--- config.mk ---
export PLATFORM = sky130hd
export DESIGN_NAME = dual_motor_ramp_pwm_controller
export DESIGN_NICKNAME = d
export VERILOG_FILES = /design/src/hw/rtl/dmrp_pkg.sv /design/src/hw/rtl/dual_motor_ramp_pwm_controller.sv
export SDC_FILE = /design/constraint.sdc
export NUM_CORES = 1
export LEC_CHECK = 0
export ABC_AREA = 1
export BUFFER_PORTS_ARGS = -buffer_cell sky130_fd_sc_hd__buf_2
export CAP_MARGIN = 15
export CORE_MARGIN = 8
export CORE_UTILIZATION = 30
export DETAILED_ROUTE_END_ITERATION = 8
export PLACE_DENSITY = 0.43
export SLEW_MARGIN = 20
export SYNTH_ARGS = -nofsm -noshare
export SYNTH_HDL_FRONTEND = slang
export SYNTH_SLANG_ARGS = --single-unit
--- constraint.sdc ---
create_clock -name clk -period 12.45 [get_ports clk]
set_clock_uncertainty 0.2 [all_clocks]
set_input_delay 1.8675 -clock clk [delete_from_list [all_inputs] [get_ports clk]]
set_output_delay 1.8675 -clock clk [all_outputs]
set_load 0.03 [all_outputs]
--- src/hw/rtl/dmrp_pkg.sv ---
// Shared constants and types for the dual motor ramp PWM controller.
// No dependencies; imported by dual_motor_ramp_pwm_controller.
`timescale 1ns / 1ps

package dmrp_pkg;

  // Field widths
  localparam int unsigned CMD_W    = 3;
  localparam int unsigned POWER_W  = 7;
  localparam int unsigned PERIOD_W = 12;
  localparam int unsigned DUTY_W   = 13;
  localparam int unsigned PROD_W   = POWER_W + PERIOD_W;

  // Power limits in percent
  localparam logic [POWER_W-1:0] MAX_POWER = 7'd98;
  localparam logic [POWER_W-1:0] MIN_POWER = 7'd1;
  localparam int unsigned        PERCENT   = 100;

  // Reset value of the PWM period register
  localparam logic [PERIOD_W-1:0] PWM_PERIOD_RESET = 12'd199;

  // Divide by PERCENT through a reciprocal: q = (x * DIV_RECIP) >> DIV_SHIFT.
  // Exact for every x below 2**DIV_SHIFT / 36, well above the largest product.
  localparam int unsigned DIV_SHIFT  = 26;
  localparam int unsigned DIV_RECIP  = ((1 << DIV_SHIFT) + PERCENT - 1) / PERCENT;
  localparam int unsigned RECIP_W    = 20;
  localparam int unsigned QPROD_W    = PROD_W + RECIP_W;

  // Command codes
  typedef enum logic [CMD_W-1:0] {
    CMD_TICK       = 3'd0,
    CMD_FORWARD    = 3'd1,
    CMD_TURN_LEFT  = 3'd2,
    CMD_TURN_RIGHT = 3'd3,
    CMD_STOP       = 3'd4
  } cmd_t;

endpackage

--- src/hw/rtl/dual_motor_ramp_pwm_controller.sv ---
// Dual motor soft-start PWM controller: ramp state update and duty pipeline.
// Depends on dmrp_pkg for widths, limits, command codes and divider constants.
// A result reaches out_valid through the snapshot, product, quotient and duty stages.
// Throughput: one transaction per cycle; the four-stage pipeline advances as a whole
// and stalls only while a finished result waits on out_ready.
// Reset (rst, synchronous): powers, directions and goal cleared, ramp idle,
// pwm_period back to 199, pipeline emptied.
`timescale 1ns / 1ps

module dual_motor_ramp_pwm_controller
  import dmrp_pkg::*;
(
  input  logic                clk,
  input  logic                rst,
  // Configuration
  input  logic                cfg_wr_en,
  input  logic [PERIOD_W-1:0] cfg_wr_data,
  // Input channel
  input  logic                in_valid,
  output logic                in_ready,
  input  logic [CMD_W-1:0]    command,
  input  logic [POWER_W-1:0]  target_power,
  // Output channel
  output logic                out_valid,
  input  logic                out_ready,
  output logic [DUTY_W-1:0]   left_duty,
  output logic [DUTY_W-1:0]   right_duty,
  output logic                left_dir,
  output logic                right_dir,
  output logic                busy_res
);

  typedef enum logic [1:0] {
    PH_IDLE      = 2'd0,
    PH_UP        = 2'd1,
    PH_TURN_DOWN = 2'd2,
    PH_STOP_DOWN = 2'd3
  } phase_t;

  // Ramp state
  logic [PERIOD_W-1:0] pwm_period;
  logic [POWER_W-1:0]  left_power, right_power;
  logic                left_direction, right_direction;
  phase_t              phase;
  logic [POWER_W-1:0]  goal_power;
  logic                pending_left_dir, pending_right_dir;

  logic [POWER_W-1:0]  left_power_next, right_power_next;
  logic                left_direction_next, right_direction_next;
  phase_t              phase_next;
  logic [POWER_W-1:0]  goal_power_next;
  logic                pending_left_dir_next, pending_right_dir_next;

  // Pipeline registers
  logic                s1_valid, s2_valid, s3_valid;
  logic [POWER_W-1:0]  s1_left_power, s1_right_power;
  logic                s1_left_dir, s1_right_dir, s1_busy;
  logic [PROD_W-1:0]   s2_left_prod, s2_right_prod;
  logic                s2_left_dir, s2_right_dir, s2_busy;
  logic [PERIOD_W-1:0] s3_left_quot, s3_right_quot;
  logic                s3_left_dir, s3_right_dir, s3_busy;

  logic                advance;
  logic                in_accept;
  logic [QPROD_W-1:0]  left_qprod, right_qprod;

  // The whole pipeline moves unless a finished result is held back.
  assign advance   = !out_valid || out_ready;
  assign in_ready  = advance;
  assign in_accept = in_valid && in_ready;

  // Next ramp state for one transaction.
  always_comb begin
    logic [POWER_W-1:0] goal_clamped;
    logic               both_low_now;
    logic               both_low_dec;
    logic               turn_left_dir;
    logic               turn_right_dir;
    logic [POWER_W-1:0] dec_left, dec_right;

    goal_clamped = (target_power > MAX_POWER) ? MAX_POWER : target_power;
    both_low_now = (left_power <= MIN_POWER) && (right_power <= MIN_POWER);
    dec_left     = (left_power > MIN_POWER) ? left_power - 7'd1 : left_power;
    dec_right    = (right_power > MIN_POWER) ? right_power - 7'd1 : right_power;
    both_low_dec = (dec_left <= MIN_POWER) && (dec_right <= MIN_POWER);
    turn_left_dir  = (command == CMD_TURN_RIGHT);
    turn_right_dir = (command == CMD_TURN_LEFT);

    left_power_next        = left_power;
    right_power_next       = right_power;
    left_direction_next    = left_direction;
    right_direction_next   = right_direction;
    phase_next             = phase;
    goal_power_next        = goal_power;
    pending_left_dir_next  = pending_left_dir;
    pending_right_dir_next = pending_right_dir;

    unique case (command)
      CMD_TICK: begin
        unique case (phase)
          PH_UP: begin
            // Each power steps one toward the goal.
            if (left_power < goal_power) begin
              left_power_next = left_power + 7'd1;
            end else if (left_power > goal_power) begin
              left_power_next = left_power - 7'd1;
            end
            if (right_power < goal_power) begin
              right_power_next = right_power + 7'd1;
            end else if (right_power > goal_power) begin
              right_power_next = right_power - 7'd1;
            end
            phase_next = (left_power_next == goal_power && right_power_next == goal_power)
                         ? PH_IDLE : PH_UP;
          end
          PH_TURN_DOWN, PH_STOP_DOWN: begin
            left_power_next  = dec_left;
            right_power_next = dec_right;
            if (both_low_dec) begin
              if (phase == PH_TURN_DOWN) begin
                // Ramp down done: apply the new directions and ramp toward the goal unless already there.
                left_direction_next  = pending_left_dir;
                right_direction_next = pending_right_dir;
                phase_next = (dec_left == goal_power && dec_right == goal_power)
                             ? PH_IDLE : PH_UP;
              end else begin
                phase_next = PH_IDLE;
              end
            end
          end
          default: begin
          end
        endcase
      end
      CMD_FORWARD: begin
        left_direction_next  = 1'b1;
        right_direction_next = 1'b1;
        goal_power_next      = goal_clamped;
        phase_next = (left_power == goal_clamped && right_power == goal_clamped)
                     ? PH_IDLE : PH_UP;
      end
      CMD_TURN_LEFT, CMD_TURN_RIGHT: begin
        goal_power_next = goal_clamped;
        if (left_direction == turn_left_dir && right_direction == turn_right_dir) begin
          phase_next = (left_power == goal_clamped && right_power == goal_clamped)
                       ? PH_IDLE : PH_UP;
        end else begin
          pending_left_dir_next  = turn_left_dir;
          pending_right_dir_next = turn_right_dir;
          if (both_low_now) begin
            // Already slow enough: switch directions at once.
            left_direction_next  = turn_left_dir;
            right_direction_next = turn_right_dir;
            phase_next = (left_power == goal_clamped && right_power == goal_clamped)
                         ? PH_IDLE : PH_UP;
          end else begin
            phase_next = PH_TURN_DOWN;
          end
        end
      end
      CMD_STOP: begin
        phase_next = both_low_now ? PH_IDLE : PH_STOP_DOWN;
      end
      default: begin
        // Unused codes leave the state alone.
      end
    endcase
  end

  // Ramp state and configuration register.
  always_ff @(posedge clk) begin
    if (rst) begin
      pwm_period        <= PWM_PERIOD_RESET;
      left_power        <= '0;
      right_power       <= '0;
      left_direction    <= 1'b0;
      right_direction   <= 1'b0;
      phase             <= PH_IDLE;
      goal_power        <= '0;
      pending_left_dir  <= 1'b0;
      pending_right_dir <= 1'b0;
    end else begin
      if (cfg_wr_en) begin
        pwm_period <= cfg_wr_data;
      end
      if (in_accept) begin
        left_power        <= left_power_next;
        right_power       <= right_power_next;
        left_direction    <= left_direction_next;
        right_direction   <= right_direction_next;
        phase             <= phase_next;
        goal_power        <= goal_power_next;
        pending_left_dir  <= pending_left_dir_next;
        pending_right_dir <= pending_right_dir_next;
      end
    end
  end

  // Pipeline valid bits.
  always_ff @(posedge clk) begin
    if (rst) begin
      s1_valid  <= 1'b0;
      s2_valid  <= 1'b0;
      s3_valid  <= 1'b0;
      out_valid <= 1'b0;
    end else if (advance) begin
      s1_valid  <= in_valid;
      s2_valid  <= s1_valid;
      s3_valid  <= s2_valid;
      out_valid <= s3_valid;
    end
  end

  // Reciprocal products for the divide by PERCENT.
  assign left_qprod  = QPROD_W'(s2_left_prod) * QPROD_W'(DIV_RECIP);
  assign right_qprod = QPROD_W'(s2_right_prod) * QPROD_W'(DIV_RECIP);

  // Pipeline payload: snapshot, power times period, quotient, duty.
  always_ff @(posedge clk) begin
    logic [PERIOD_W-1:0] left_d, right_d;
    left_d  = s3_left_dir ? pwm_period - s3_left_quot : s3_left_quot;
    right_d = s3_right_dir ? pwm_period - s3_right_quot : s3_right_quot;
    if (advance) begin
      s1_left_power  <= left_power_next;
      s1_right_power <= right_power_next;
      s1_left_dir    <= left_direction_next;
      s1_right_dir   <= right_direction_next;
      s1_busy        <= (phase_next != PH_IDLE);

      s2_left_prod   <= PROD_W'(s1_left_power) * PROD_W'(pwm_period);
      s2_right_prod  <= PROD_W'(s1_right_power) * PROD_W'(pwm_period);
      s2_left_dir    <= s1_left_dir;
      s2_right_dir   <= s1_right_dir;
      s2_busy        <= s1_busy;

      s3_left_quot   <= left_qprod[DIV_SHIFT +: PERIOD_W];
      s3_right_quot  <= right_qprod[DIV_SHIFT +: PERIOD_W];
      s3_left_dir    <= s2_left_dir;
      s3_right_dir   <= s2_right_dir;
      s3_busy        <= s2_busy;

      // Twice the duty minus one, with zero duty held at zero.
      left_duty  <= (left_d == '0) ? '0 : {left_d, 1'b0} - DUTY_W'(1);
      right_duty <= (right_d == '0) ? '0 : {right_d, 1'b0} - DUTY_W'(1);
      left_dir   <= s3_left_dir;
      right_dir  <= s3_right_dir;
      busy_res   <= s3_busy;
    end
  end

  // Powers never leave the clamped range.
  a_power_range: assert property (@(posedge clk) disable iff (rst)
    left_power <= MAX_POWER && right_power <= MAX_POWER)
    else $error("motor power above limit");

  // A tick while idle leaves both powers unchanged.
  a_idle_tick: assert property (@(posedge clk) disable iff (rst)
    (in_accept && command == CMD_TICK && phase == PH_IDLE)
    |=> $stable(left_power) && $stable(right_power))
    else $error("power moved on an idle tick");

  // A ramp down step never raises a power.
  a_down_step: assert property (@(posedge clk) disable iff (rst)
    (in_accept && command == CMD_TICK && (phase == PH_TURN_DOWN || phase == PH_STOP_DOWN))
    |=> left_power <= $past(left_power) && right_power <= $past(right_power))
    else $error("power rose during ramp down");

  // Forward drives both motors forward.
  a_forward_dirs: assert property (@(posedge clk) disable iff (rst)
    (in_accept && command == CMD_FORWARD) |=> left_direction && right_direction)
    else $error("forward did not set both directions");

  // A stalled pipeline keeps its quotient stage occupied.
  a_stall_hold: assert property (@(posedge clk) disable iff (rst)
    (!advance && s3_valid) |=> s3_valid)
    else $error("pipeline stage lost while stalled");

endmodule
==> results_dict.tcl, run 1 <==
set metrics [dict create \
    grt.overflow.total 0 \
    cap_violations 0 \
    cp-end-kind "register" \
    via_per_inst 4.56 \
    multiInputGateArea_mm2 0.0197 \
    finalSetupViolCount 0 \
    diodes 0 \
    portBuffers 57 \
    hold_viol 0 \
    slowest_delay_ns 0.64 \
    worst_path_max_delay_cell "fa_1" \
    crit_top_cell "fa_1" \
    first_iter_violations 1038 \
    path_cells "fa_1 -> inv_1 -> fa_1 -> inv_1 -> fa_1 -> fa_1 -> fa_1 -> inv_1 -> fa_1 -> inv_1 -> ha_1 -> a21oi_1 -> inv_1 -> a21oi_1 -> nor2_1 -> nor2_1 -> nor2_1 -> a2111oi_0 -> nand2_1 -> nand2_1 -> nand2_1" \
    syn_nets 4144 \
    clock.fmax_mhz 171 \
    synth_edf_count 114 \
    root_buffer "clkbuf_16" \
    numCtsBuffers 17 \
    required_ns 12.52 \
    cp-start-kind "register" \
    grt_max_degree 49 \
    htree_levels 4 \
    criticalPathCategory "reg2reg" \
    synth-compound-area-share_pct 7.80 \
    synth_top_family_by_area "adder cells" \
    layout.nets 4185 \
    core.rowCount 111 \
    maxSlewViolCount 0 \
    cts.clk_slew.worst_paths_ns 0.08 \
    wirelength_um 75700 \
    gp_congestion 0.867 \
    vias 20800 \
    grt_pass1_wl_um 121000 \
    cts_setup_buffers 0 \
    yosys_warnings 0 \
    tns_ns 0 \
    period_share_pct 47.1 \
    ys_async_sr_fraction_pct 0 \
    drtPass1Iterations 8 \
    rsz0062_at_grt "no" \
    synth_mux_area_share_pct 0 \
    yosys.area_share.simple_pct 15.7 \
    synthesis.area_mm2 0.0274 \
    chipWidth_um 318 \
    die-area_mm2 0.101 \
    ant_nets 0 \
    cp_num_buf_inv 5 \
    ctsHoldBuffers 0 \
    nFillCells 9781 \
    coreArea_mm2 0.0911 \
    cts_tree "done" \
    worst_slew_margin_rel_pct 24.0 \
    status "complete, no violations" \
    seq_area_mm2 0.00429 \
    arrival_ns 5.94 \
    ios 58 \
    crit_fanout 8 \
    synthFlopType "edfxtp_1" \
    ys_types 57 \
    routedWlPerCell_um 16.6 \
    die_h_um 318 \
    syn-instance-count 3331 \
    min_path_type "reg2reg" \
    grt_pass1_vias 21800 \
    crit_family "adder cells" \
    clk_latency_ns 0.51 \
    numClockSinks 157 \
    hpwl_um 64100 \
    antenna_found_initial 1 \
    grt_usage_pct 15.2 \
    drc 0 \
    synthAdderAreaFrac_pct 45.4 \
    areaGrowthSynthToFinish_pct 8.29 \
    ys_ff_latch 157 \
    start_util_pct 30.1 \
    synth_xor_area_share_pct 3.00 \
    ys_seq_area_share_pct 15.6 \
    min_period_ns 5.86 \
    clockBufferDepth 2 \
    tightest_slew_ns 1.14 \
    avgSynthCellArea_um2 8.23 \
    drive_gt1_share_pct 4.87 \
    cts.repair.resized 0 \
]
==> registers in the layout, summed over array words and instances (netlist names), 2 cells and up <==
name,count
right_duty,13
phase,2
right_power,7
s3_right_quot,12
s1_right_power,7
pwm_period,12
s2_right_prod,19
s3_left_quot,12
s1_left_power,7
goal_power,7
left_duty,13
s2_left_prod,19
left_power,7
==> metal layers <==
metal	vias to the layer above	track usage, %	wire [um]
li1	10500	-	-
met1	10000	21.3	37800
met2	299	24.2	33600
met3	52	2.51	2920
met4	0	3.72	1250
met5	-	0	0
==> stage by stage <==
step | cell area [um^2] | setup WS [ns] | util, % | cells | hold slack, ns
detailed placement | 29100 | 6.61 | 31.9 | 4539 | 0.205
CTS | 29700 | 6.59 | 32.6 | 4571 | 0.225
global route | 29700 | 6.12 | 32.6 | 4571 | 0.235
floorplan | 27400 | 6.02 | - | 3331 | 0.200
finish | 29700 | 6.59 | 32.6 | 4571 | 0.224
global placement | 29100 | 6.61 | 31.9 | 4539 | 0.204
==> layout make-up <==
type,count,area share [%]
repair buffers,71,1.31
flip-flops and latches,157,14.4
multi-input cells,2278,66.4
inverters,847,10.8
well taps,1186,5.00
clock buffers,17,1.43
clock inverters,15,0.636
==> final timing paths <==
check | from | endpoint | slack [ns] | cells past startpoint
setup / recovery | s2_left_prod[17]$_DFFE_PN_ | s3_left_quot[11]$_DFFE_PN_ | 6.59 | 21
hold / removal | s1_left_dir$_DFFE_PN_ | s2_left_dir$_DFFE_PN_ | 0.22 | 0
setup reg to reg | s2_left_prod[17]$_DFFE_PN_ | s3_left_quot[11]$_DFFE_PN_ | 6.59 | 21
hold reg to reg | s1_left_dir$_DFFE_PN_ | s2_left_dir$_DFFE_PN_ | 0.22 | 0
==> cells in the final DEF, fill, tap and decap left out, types with 7 or more instances in the layout <==
cell       netlist  routed
o21ai_0        114     114
nand3_1        123     123
nor3_1          21      21
o21ai_1         18      18
nand2_1        617     617
xor2_1          72      72
buf_4            2      14
a31oi_1         14      14
a21o_1           9       9
nor2_1         181     181
a21oi_1        159     159
o21a_1          11      11
xnor2_1         22      22
inv_1          826     825
o221ai_1        15      15
dfxtp_1         43      42
buf_2            4      57
inv_2           15      15
nand2_2          7       7
edfxtp_1       114     114
fa_1           348     348
ha_1           438     438
clkbuf_16        0      17
o21bai_1         9       9
nand4_1         31      31
==> cells in the mapped netlist (3+ instances only) <==
| cell | count | area (um^2) |
|---|---|---|
| buf_2 | 4 | 20.0 |
| a211oi_1 | 3 | 22.5 |
| buf_1 | 3 | 11.3 |
| a21o_1 | 9 | 67.6 |
| edfxtp_1 | 114 | 3420 |
| nor2_4 | 4 | 45.0 |
| nand2_4 | 3 | 33.8 |
| o221ai_1 | 15 | 131 |
| nand3_1 | 123 | 616 |
| nand4_1 | 31 | 194 |
| nand3_2 | 5 | 50.1 |
| o21ai_0 | 114 | 571 |
| nor2_2 | 6 | 37.5 |
| o21ai_1 | 18 | 90.1 |
| ha_1 | 438 | 5480 |
| o21a_1 | 11 | 82.6 |
| nand3b_1 | 4 | 30.0 |
| nand2_2 | 7 | 43.8 |
| o2111ai_1 | 4 | 35.0 |
| xnor2_1 | 22 | 193 |
| clkbuf_1 | 37 | 139 |
| o211ai_1 | 5 | 37.5 |
| xor2_1 | 72 | 631 |
| nor2_1 | 181 | 679 |
| fa_1 | 348 | 6970 |
| a221oi_1 | 3 | 26.3 |
| o31ai_1 | 3 | 22.5 |
| dfxtp_1 | 43 | 861 |
| inv_2 | 15 | 56.3 |
| or2_2 | 6 | 37.5 |
| inv_4 | 4 | 25.0 |
| a31oi_1 | 14 | 87.6 |
| inv_1 | 826 | 3100 |
| o21bai_1 | 9 | 67.6 |
| a21oi_1 | 159 | 796 |
| nor4_1 | 3 | 18.8 |
| nor3_1 | 21 | 105 |
| nand2_1 | 617 | 2320 |
==> logic make-up (layout without fill, tap and decap cells) <==
family | after synthesis | after routing
flip-flops | 157 | 157
XOR/XNOR | 94 | 94
AND/OR/NAND/NOR | 1019 | 1019
AO/OA/AOI/OAI | 379 | 379
buffers and inverters | 896 | 950
adder cells (fa/ha/maj) | 786 | 786
Power of run 1 is not shown: default switching activity piles up to over one toggle a cycle in this logic, so the estimate is an artifact.
==> run 2, diff against run 1 <==
--- a/config.mk
+++ b/config.mk
@@ -11,7 +11,7 @@
 export CORE_MARGIN = 8
 export CORE_UTILIZATION = 30
 export DETAILED_ROUTE_END_ITERATION = 8
-export PLACE_DENSITY = 0.43
+export PLACE_DENSITY = 0.45
 export SLEW_MARGIN = 20
 export SYNTH_ARGS = -nofsm -noshare
 export SYNTH_HDL_FRONTEND = slang
==> constraint.sdc (replaced) <==
create_clock -name clk -period 5.1 [get_ports clk]
set_clock_uncertainty 0.2 [all_clocks]
set_input_delay 0.765 -clock clk [delete_from_list [all_inputs] [get_ports clk]]
set_output_delay 0.765 -clock clk [all_outputs]
set_load 0.03 [all_outputs]
==> results_dict.tcl, run 2 (synthesized netlist as in run 1, its figures left out) <==
set metrics [dict create \
    grt_pass1_vias 23300 \
    routedWlPerCell_um 15.9 \
    path_cells "fa_2 -> inv_2 -> fa_2 -> fa_2 -> inv_2 -> fa_2 -> fa_1 -> inv_2 -> fa_1 -> inv_2 -> ha_4 -> a21oi_4 -> o21ai_2 -> a21oi_2 -> inv_1 -> nand2_2 -> nand3_4 -> nand3_2 -> o2111ai_2 -> xor2_1" \
    ant_nets 0 \
    rsz0062_at_grt "yes" \
    clock.fmax_mhz 187 \
    start_util_pct 30.1 \
    drive_gt1_share_pct 21.6 \
    grt_max_degree 46 \
    maxSlewViolCount 0 \
    r2r-end "s3_right_quot[8]$_DFFE_PN_" \
    crit_path_start "s2_right_prod[5]$_DFFE_PN_" \
    root_buffer "clkbuf_16" \
    htree_levels 4 \
    wl_met2_um 37500 \
    reg2reg_slack_ns -0.25 \
    cp.depth 20 \
    numCtsBuffers 17 \
    crit_end "s3_right_quot[8]$_DFFE_PN_" \
    reg_top3 "s2_left_prod (19), s2_right_prod (19)" \
    cp-end-kind "register" \
    layout.nets 4547 \
    tns_ns -3.68 \
    vias 22200 \
    die_h_um 318 \
    final_cell_mix "782 x inv_1, 583 x nand2_1, 378 x ha_1" \
    areaGrowthSynthToFinish_pct 24.7 \
    wl_met1_um 37100 \
    via_per_inst 4.51 \
    ctsHoldBuffers 0 \
    portBuffers 57 \
    arrival_ns 5.40 \
    antenna_found_initial 1 \
    clockBufferDepth 2 \
    crit_family "adder cells" \
    wirelength_um 78700 \
    first_iter_violations 1060 \
    final_common_cell "inv_1" \
    finalSetupViolCount 23 \
    die-area_mm2 0.101 \
    status "complete, but fails checks" \
    drtPass1Iterations 5 \
    criticalPathCategory "reg2reg" \
    violations "setup timing" \
    coreArea_mm2 0.0911 \
    min_path_type "reg2reg" \
    min_period_ns 5.35 \
    crit_fanout 4 \
    clk_latency_ns 0.51 \
    worst_slew_margin_rel_pct 52.4 \
    numClockSinks 157 \
    period_share_pct 105 \
    cp-start-kind "register" \
    tightest_slew_ns 0.713 \
    diodes 0 \
    grt_pass1_wl_um 127000 \
    hold_viol 0 \
    top_layer "met4" \
    r2r-start "s2_right_prod[5]$_DFFE_PN_" \
    slowest_delay_ns 0.62 \
    worst_path_max_delay_cell "fa_2" \
    cap_violations 0 \
    gp_congestion 0.857 \
    fin_ws_ns -0.250 \
    nFillCells 9444 \
    core.rowCount 111 \
    wl_met3_um 2380 \
    hpwl_um 67000 \
    cts_tree "done" \
    cp_num_buf_inv 5 \
    rr_worst_depth 20 \
    grt_usage_pct 15.7 \
    drc 0 \
    required_ns 5.15 \
    cts.clk_slew.worst_paths_ns 0.08 \
    grt.overflow.total 0 \
    chipWidth_um 318 \
    ios 58 \
]
-- run 2: how the worst min path moves through the flow --
stage	from	to	slack [ns]	cells past startpoint
after floorplan	s3_busy$_DFFE_PN_	busy_res$_DFFE_PN_	0.20	0
final	s1_left_dir$_DFFE_PN_	s2_left_dir$_DFFE_PN_	0.21	0
after detailed placement	s1_left_dir$_DFFE_PN_	s2_left_dir$_DFFE_PN_	0.20	0
after CTS	s1_left_dir$_DFFE_PN_	s2_left_dir$_DFFE_PN_	0.22	0
after global routing	s1_left_dir$_DFFE_PN_	s2_left_dir$_DFFE_PN_	0.22	0
after global placement	s2_right_dir$_DFFE_PN_	s3_right_dir$_DFFE_PN_	0.20	0
-- run 2: routing by layer --
layer,track usage (%),vias up
met2,26.8,303
met3,2.10,85
met5,0,-
li1,-,11200
met4,4.04,0
met1,20.8,10600
-- run 2: stage by stage --
| step | instance area, um^2 | utilization, % | worst slack (ns) | std cells | hold slack (ns) |
|---|---|---|---|---|---|
| after global routing | 34200 | 37.5 | -0.482 | 4933 | 0.222 |
| after global placement | 31600 | 34.6 | -0.349 | 4834 | 0.201 |
| after floorplan | 27700 | - | -0.138 | 3331 | 0.200 |
| final | 34200 | 37.5 | -0.250 | 4933 | 0.210 |
| after detailed placement | 31600 | 34.6 | -0.370 | 4834 | 0.205 |
| after CTS | 33500 | 36.8 | -0.226 | 4913 | 0.219 |
-- run 2: layout make-up --
type	count	area, um^2	area share [%]
Inverter	847	3190	9.34
Timing Repair Buffer	433	3290	9.61
Clock buffer	17	425	1.24
Multi-Input combinational cell	2278	21300	62.4
Sequential cell	157	4290	12.5
Clock inverter	15	170	0.498
Tap cell	1186	1480	4.34
-- run 2: repair_timing --
| item | in CTS | in global routing |
|---|---|---|
| setup buffers | 49 | 22 |
| pin swaps | 101 | 93 |
| resized for setup | 209 | 131 |
| endpoints found under the setup margin | 24 | 30 |
-- run 2: worst register-to-register path, cell delays in order (launching register included) --
cell and delay, ns:
edfxtp_1 0.48, fa_2 0.63, inv_2 0.06, fa_2 0.38, fa_2 0.53, inv_2 0.04, fa_2 0.44, fa_1 0.56
inv_2 0.04, fa_1 0.51, inv_2 0.05, ha_4 0.26, a21oi_4 0.18, o21ai_2 0.08, a21oi_2 0.12, inv_1 0.06
nand2_2 0.07, nand3_4 0.10, nand3_2 0.08, o2111ai_2 0.09, xor2_1 0.16
Power of run 2 is left out for the same reason.
